[config.mk]
export PLATFORM = sky130hd
export DESIGN_NAME = cll_ram
export DESIGN_NICKNAME = d
export VERILOG_FILES = /design/src/design/cll_ram.sv
export SDC_FILE = /design/constraint.sdc
export NUM_CORES = 1
export LEC_CHECK = 0
export BUFFER_PORTS_ARGS = -buffer_cell sky130_fd_sc_hd__clkbuf_2
export CELL_PAD_IN_SITES_DETAIL_PLACEMENT = 0
export CELL_PAD_IN_SITES_GLOBAL_PLACEMENT = 1
export CORE_UTILIZATION = 41
export DETAILED_ROUTE_END_ITERATION = 10
export PLACE_DENSITY = 0.65
export SLEW_MARGIN = 5
export SYNTH_ARGS = -nofsm -noshare
export SYNTH_HDL_FRONTEND = slang
export SYNTH_SLANG_ARGS = --single-unit
[constraint.sdc]
create_clock -name clk -period 4 [get_ports clk]
set_input_delay 0.4 -clock clk [delete_from_list [all_inputs] [get_ports clk]]
set_output_delay 0.4 -clock clk [all_outputs]
set_load 0.01 [all_outputs]
[src/design/cll_ram.sv]
`default_nettype none
// ----------------------------------------------------------------------------
// cll_ram
// Generic simple dual-port RAM: one write port, one read port, registered read.
// ----------------------------------------------------------------------------
module cll_ram #(
    parameter int WIDTH = 8,
    parameter int DEPTH = 16
) (
    input  wire logic                                    clk,
    input  wire logic                                    wr_en,
    input  wire logic [((DEPTH > 1) ? $clog2(DEPTH) : 1)-1:0] wr_addr,
    input  wire logic [WIDTH-1:0]                        wr_data,
    input  wire logic [((DEPTH > 1) ? $clog2(DEPTH) : 1)-1:0] rd_addr,
    output logic      [WIDTH-1:0]                        rd_data
);

    logic [WIDTH-1:0] mem [DEPTH];

    always_ff @(posedge clk)
    begin
        if (wr_en)
        begin
            mem[wr_addr] <= wr_data;
        end
        rd_data <= mem[rd_addr];
    end

endmodule : cll_ram
`default_nettype wire

After elaboration in Yosys (flattened, before gate mapping)
Memories as Yosys holds them, arrays and structs flattened. A register that Yosys moved wholly into a read port is not among the register bits.
Cells that the tools add are included.
{"block": "word_totals", "register_bits": 0, "latchBits": 0, "mem_bits_rw": 128, "rom_bits": 0, "input_bits": 18, "out_inout_bits": 8, "wordCells": 3, "n_memories": 1}
{"memory": "mem", "depth": 16, "width": 8, "read_ports": 1, "rd_clocked_by_memory_dff": 1, "write_ports": 1, "line": "18", "source": "logic [WIDTH-1:0] mem [DEPTH];"}
{"block": "classes", "add_sub_neg": 0, "multipliers": 0, "div_mod_pow": 0, "order_cmp": 0, "eq_ne": 0, "shift": 0, "n_mux": 2, "n_bitwise": 0, "reduce_logical": 0}
{"operator": "$mux W1", "n": 2}

Logic depth before layout (Yosys ltp)
Gate-level depths: netlist (run 1).
{"block": "depth", "ltp_word": 2, "ltp_mapped": 5, "mapped_depth_nobuf": 3}

Worst setup path before layout (run 1)
No wires, ideal clock.
{"block": "synth_path", "kind": "input to register", "from": "in wr_addr[2] in the netlist's numbering", "to": "mem mem[0][0], enable pin", "setup_time_ps": 383, "t_arrival_ps": 1510, "t_required_ps": 3617, "setup_slack_ps": 2107, "stages": 2, "n_path_buf": 0, "path_cell_list": "or3b_2 > nor3_1"}
{"element": "from (decl)", "line": "12", "source": "input wire logic [((DEPTH > 1) ? $clog2(DEPTH) : 1)-1:0] wr_addr,"}
{"element": "to (decl)", "line": "18"}
No word-level cell before the write port.

==> results of run 1 <==
## worst max-delay path by stage
stage,endpoint,slack [ns],cells past startpoint
3_5_place_dp,rd_data[2]$_DFF_P_,1.55,5
2_1_floorplan,mem[0][0]$_DFFE_PP_,2.11,2
5_1_grt,rd_data[2]$_DFF_P_,1.89,5
4_1_cts,rd_data[2]$_DFF_P_,1.99,5
3_3_place_gp,rd_data[0]$_DFF_P_,1.59,5
6_report,rd_data[3]$_DFF_P_,2.04,5
## through the flow
step                total power, mW  setup WS [ns]
floorplan                      1.71           2.11
detailed placement             1.78           1.55
finish                         3.28           2.04
CTS                            3.31           1.99
global placement               1.77           1.59
global route                   3.38           1.89
## cell type report
| type | count | area, um2 | share of cell area (%) |
|---|---|---|---|
| clock inverter | 8 | 120 | 2.00 |
| multi-input combinational | 83 | 1070 | 17.8 |
| clock buffer | 24 | 472 | 7.84 |
| sequential | 136 | 4000 | 66.5 |
| timing repair buffer | 27 | 140 | 2.33 |
| tap | 168 | 210 | 3.49 |
## state kept, by name, indices dropped and copies added, names as in the netlist
register,flops
mem,128
rd_data,8
## worst max-delay path: stages
cell	delay, ns
clkbuf_2	0.59
buf_4	0.37
mux4_1	0.58
a22oi_1	0.20
nand2_1	0.08
## logic make-up (layout without fill, tap and decap cells)
group	after synthesis	count (layout)	synth area share [%]
simple gates	35	35	3.18
buf+inv	10	59	1.68
flops	136	136	77.8
mux	32	32	15.0
compound gates	16	16	2.33
## routing by layer
layer  track usage (%)  up-vias
li1                  -     1046
met1              24.4     1190
met2              24.5       63
met3              4.09        4
met4              7.88        0
met5                 0        -
## cell usage in the layout (no fill, tap or decap)
master,n
buf_4,2
dfxtp_1,8
clkinv_4,1
nand2b_1,2
mux4_2,18
nand3_1,1
clkbuf_2,25
nand2_1,9
clkbuf_1,5
nand3b_1,2
nor2_1,13
and2b_1,1
bufinv_16,3
clkbuf_8,2
nor3_2,3
mux4_1,14
nor3_1,1
or3b_2,1
clkinv_2,2
a22oi_1,16
nor2b_1,1
clkinvlp_4,1
clkinv_1,1
edfxtp_1,128
and2_1,1
clkbuf_16,17
## report_power, final
| part | switching, mW | internal (mW) | total (mW) |
|---|---|---|---|
| Combinational | 0.0831 | 0.0573 | 0.140 |
| Clock | 0.529 | 1.01 | 1.54 |
| Sequential | 0.00834 | 1.59 | 1.60 |
==> impl_metrics.py, run 1 <==
metrics = {
    "clock_network": {
        "worstSkewPairLatency_ns": 0.41,
        "root_buffer": "clkbuf_16",
        "clk_pin_slew_ns": 0.05,
        "clockBufferDepth": 2,
        "tritoncts": "done",
        "post_cts_buffers": 0,
        "cts.sink_count": 136,
        "cts_resized": 0,
        "cts_buffers": 17,
        "h-tree-depth": 4,
        "hold_buffers": 0,
    },
    "setup_path": {
        "crit_path_start_kind": "input pin",
        "crit_path_max_fanout": 21,
        "r2r_start": "mem[3][6]$_DFFE_PP_",
        "r2r_slack_ns": 2.60,
        "crit_path_end_kind": "register",
        "worst-setup-path-type": "input pin to register",
        "r2r-end": "rd_data[6]$_DFF_P_",
        "worstPathRequired_ns": 4.27,
        "startpoint": "rd_addr[0]",
        "arrival_ns": 2.24,
        "rr_worst_depth": 3,
    },
    "layout": {
        "nFillCells": 995,
        "design_area_mm2": 0.00602,
        "n_antenna_cell": 0,
        "nets": 283,
        "final_util_pct": 49.7,
        "drive_gt1_share_pct": 27.0,
        "area_growth_pct": 16.9,
        "layout.cells.non_filler": 446,
    },
    "die": {
        "io_pins": 26,
        "die_y_um": 114,
        "initial_core_util_pct": 42.5,
        "num_rows": 40,
        "dieArea_mm2": 0.0130,
        "coreArea_mm2": 0.0121,
        "dieWidth_um": 114,
    },
    "placed_design": {
        "place_inst": 414,
        "io_buffers": 25,
        "placed_cell_area_mm2": 0.00543,
        "gp_congestion": 0.657,
        "dp_hpwl_um": 5960,
    },
    "detailed_routing": {
        "vias_per_cell": 5.16,
        "dr_wl_met2_um": 4640,
        "drc": 0,
        "post_drt_wl_per_cell_um": 22.3,
        "ant_nets": 0,
        "met3_length_um": 381,
        "drt-met1-wl_um": 4820,
        "drt_wl_total_um": 9960,
        "vias": 2303,
        "drt_pass1_iterations": 4,
        "highest_layer": "met4",
        "dr.first_iter.drc_count": 190,
    },
    "global_routing": {
        "overflow": 0,
        "grt_pass1_vias": 2437,
        "grt_max_degree": 33,
        "track_usage_pct": 16.9,
        "grt_antenna_before_repair": 0,
        "grt_pass1_wl_um": 14800,
    },
    "hold_path": {
        "hold_end": "mem[1][4]$_DFFE_PP_",
        "hp-start": "wr_data[4]",
        "hp-class": "input pin to register",
        "whs_path_depth": 1,
    },
    "timing": {
        "fin_crit_sh_pct": 49.1,
        "hold_viol_final": 0,
        "clock.fmax_mhz": 509,
        "setup_viol": 0,
        "slew_headroom_pct": 24.6,
        "rsz0062_at_grt": "no",
        "tns_ns": 0,
        "slew_violations": 0,
        "fin_hold_ws_ns": 0.399,
        "min_period_ns": 1.96,
        "worstMarginPinSlew_ns": 1.13,
        "clock_skew_ns": 0.0208,
    },
    "synthesis": {
        "synth_edf_count": 128,
        "synth_top_area_share_pct": 74.7,
        "yosysTopAreaCell": "edfxtp_1",
        "yosys.cell_types.count": 19,
        "async_flop_share_pct": 0,
        "ys_warn_count": 0,
        "yosys-top-cells-area": "edfxtp_1 75%, mux4_2 7.9%, mux4_1 7.1%",
        "syn_inst": 229,
        "synth-seq-area-share_pct": 77.8,
        "syn_area_per_cell_um2": 22.5,
        "synth_area_mm2": 0.00515,
        "syn_nets": 247,
        "ys_ff_latch": 136,
        "synthFlopType": "edfxtp_1",
        "synth_common_cells": "128 x edfxtp_1, 18 x mux4_2, 16 x a22oi_1, 14 x mux4_1, 13 x nor2_1",
        "synth_most_common_cell": "edfxtp_1",
    },
    "run_status": {
        "status": "completed",
    },
    "pwr": {
        "power.density_mw_per_mm2": 545,
        "vdd_drop_max_mv": 0.278,
        "p_leak_nw": 2.00,
    },
    "job": {
        "maxCapViolations": 0,
    },
}
Power figures use the tool's default switching activity.
==> inputs of run 2 (changes only) <==
Settings changed: PLACE_DENSITY 0.65 to 0.67.
Clock period 4 ns to 1.8 ns, I/O delays scaled along.
==> run 2 against run 1 <==
Global-route usage rose by 0.57 points. Cell count up 4.7%. Power is 140% higher. Sequential cell count did not move. Count of clock-buffer cells in the layout is 6 lower. Combinational power rose by 150%. Wire length grew 3.0%. Highest routed layer unchanged. Setup slack got worse by 1.6 ns. Register-to-register slack lost 2.2 ns. Non-clock buffer count up 21. Critical path type is now register to register. Critical path depth decreased by 2. Critical endpoint is now rd_data[5]$_DFF_P_.
==> impl_metrics.py, run 2 (same netlist as run 1, synthesis figures left out) <==
metrics = {
    "clock_network": {
        "tritoncts": "done",
        "clockBufferDepth": 2,
        "hold_buffers": 0,
        "post_cts_buffers": 0,
        "worstSkewPairLatency_ns": 0.41,
        "h-tree-depth": 4,
        "cts.sink_count": 136,
        "clk_pin_slew_ns": 0.06,
        "root_buffer": "clkbuf_16",
        "cts_buffers": 17,
        "cts_resized": 0,
    },
    "timing": {
        "slew_headroom_pct": 71.4,
        "setup_viol": 0,
        "fin_crit_sh_pct": 76.0,
        "clock_skew_ns": 0.00670,
        "rsz0062_at_grt": "no",
        "fin_hold_ws_ns": 0.200,
        "clock.fmax_mhz": 731,
        "slew_violations": 0,
        "min_period_ns": 1.37,
        "hold_viol_final": 0,
        "tns_ns": 0,
        "worstMarginPinSlew_ns": 0.429,
    },
    "die": {
        "num_rows": 40,
        "dieWidth_um": 114,
        "die_y_um": 114,
        "io_pins": 26,
        "initial_core_util_pct": 42.5,
        "coreArea_mm2": 0.0121,
        "dieArea_mm2": 0.0130,
    },
    "layout": {
        "design_area_mm2": 0.00629,
        "final_common_cell": "edfxtp_1",
        "final_cell_mix": "128 x edfxtp_1, 25 x clkbuf_2, 20 x buf_4",
        "nets": 304,
        "largest_reg_flops": 128,
        "drive_gt1_share_pct": 32.1,
        "largest_register": "mem",
        "top_regs": "mem: 128 flops, rd_data: 8 flops",
        "n_antenna_cell": 0,
        "nFillCells": 977,
        "area_growth_pct": 22.1,
    },
    "detailed_routing": {
        "drc": 0,
        "drt_pass1_iterations": 4,
        "drt_wl_total_um": 10300,
        "vias": 2468,
        "dr.first_iter.drc_count": 135,
        "post_drt_wl_per_cell_um": 22.0,
        "ant_nets": 0,
        "vias_per_cell": 5.28,
    },
    "pwr": {
        "power_mw": 7.87,
        "p_leak_nw": 2.16,
        "power.density_mw_per_mm2": 1250,
        "vdd_drop_max_mv": 0.704,
    },
    "setup_path": {
        "arrival_ns": 1.66,
        "worst-setup-path-type": "register to register",
        "worstPathRequired_ns": 2.09,
        "crit_path_end_kind": "register",
        "crit_path_start_kind": "register",
        "crit_path_max_fanout": 1,
    },
    "job": {
        "maxCapViolations": 0,
    },
    "placed_design": {
        "placed_cell_area_mm2": 0.00561,
        "io_buffers": 25,
        "gp_congestion": 0.733,
        "dp_hpwl_um": 6440,
    },
    "global_routing": {
        "grt_max_degree": 33,
        "grt_antenna_before_repair": 0,
        "grt_pass1_wl_um": 15400,
        "track_usage_pct": 17.5,
        "overflow": 0,
        "grt_pass1_vias": 2490,
    },
    "run_status": {
        "status": "completed",
    },
    "hold_path": {
        "hp-class": "input pin to register",
    },
}
run 2: changes by cell type in the layout (fill, tap and decap cells not counted), sizes merged:
cell      before  now
inv            0    1
bufinv         3    7
clkbuf        49   43
buf            2   23
clkinvlp       1    2
run 2: power breakdown:
group,switching [mW],internal (mW)
sequential,0.0220,3.54
combinational,0.195,0.149
clock,1.23,2.72
total,1.45,6.42
run 2: worst max-delay path, cell delays in order, from the launching register on:
cell and delay (ns):
edfxtp_1 0.36, mux4_1 0.49, a22oi_1 0.32, nand2_1 0.08
run 2: through the flow:
stage / std cells / worst slack, ns / utilization [%]
finish: 467 / 0.432 / 51.9
detailed placement: 435 / 0.135 / 46.3
global placement: 435 / 0.144 / 46.3
global route: 467 / 0.366 / 51.9
floorplan: 229 / 0.127 / -
CTS: 467 / 0.429 / 51.9
run 2: metal layers:
layer  track usage, %  wire, um  up-vias
met2             26.7      5050       63
met1             23.9      4600     1300
met5                0         0        -
met4             8.48       183        0
li1                 -         -     1088
met3             4.09       419       17
run 2: path summary, 6_finish.rpt:
check                  startpoint                   to  slack (ns)  cells after the start
max reg2reg   mem[2][5]$_DFFE_PP_   rd_data[5]$_DFF_P_        0.43                      3
min reg2reg  mem[14][5]$_DFFE_PP_   rd_data[5]$_DFF_P_        0.67                      3
min                    wr_data[4]  mem[6][4]$_DFFE_PP_        0.20                      1
max           mem[2][5]$_DFFE_PP_   rd_data[5]$_DFF_P_        0.43                      3
run 2: final cells by class:
cell class	count	area (um2)	area share (%)
Tap cell	168	210	3.34
Clock inverter	14	251	4.00
Timing Repair Buffer	48	335	5.33
Clock buffer	18	429	6.83
Multi-Input combinational cell	83	1060	16.8
Sequential cell	136	4000	63.7
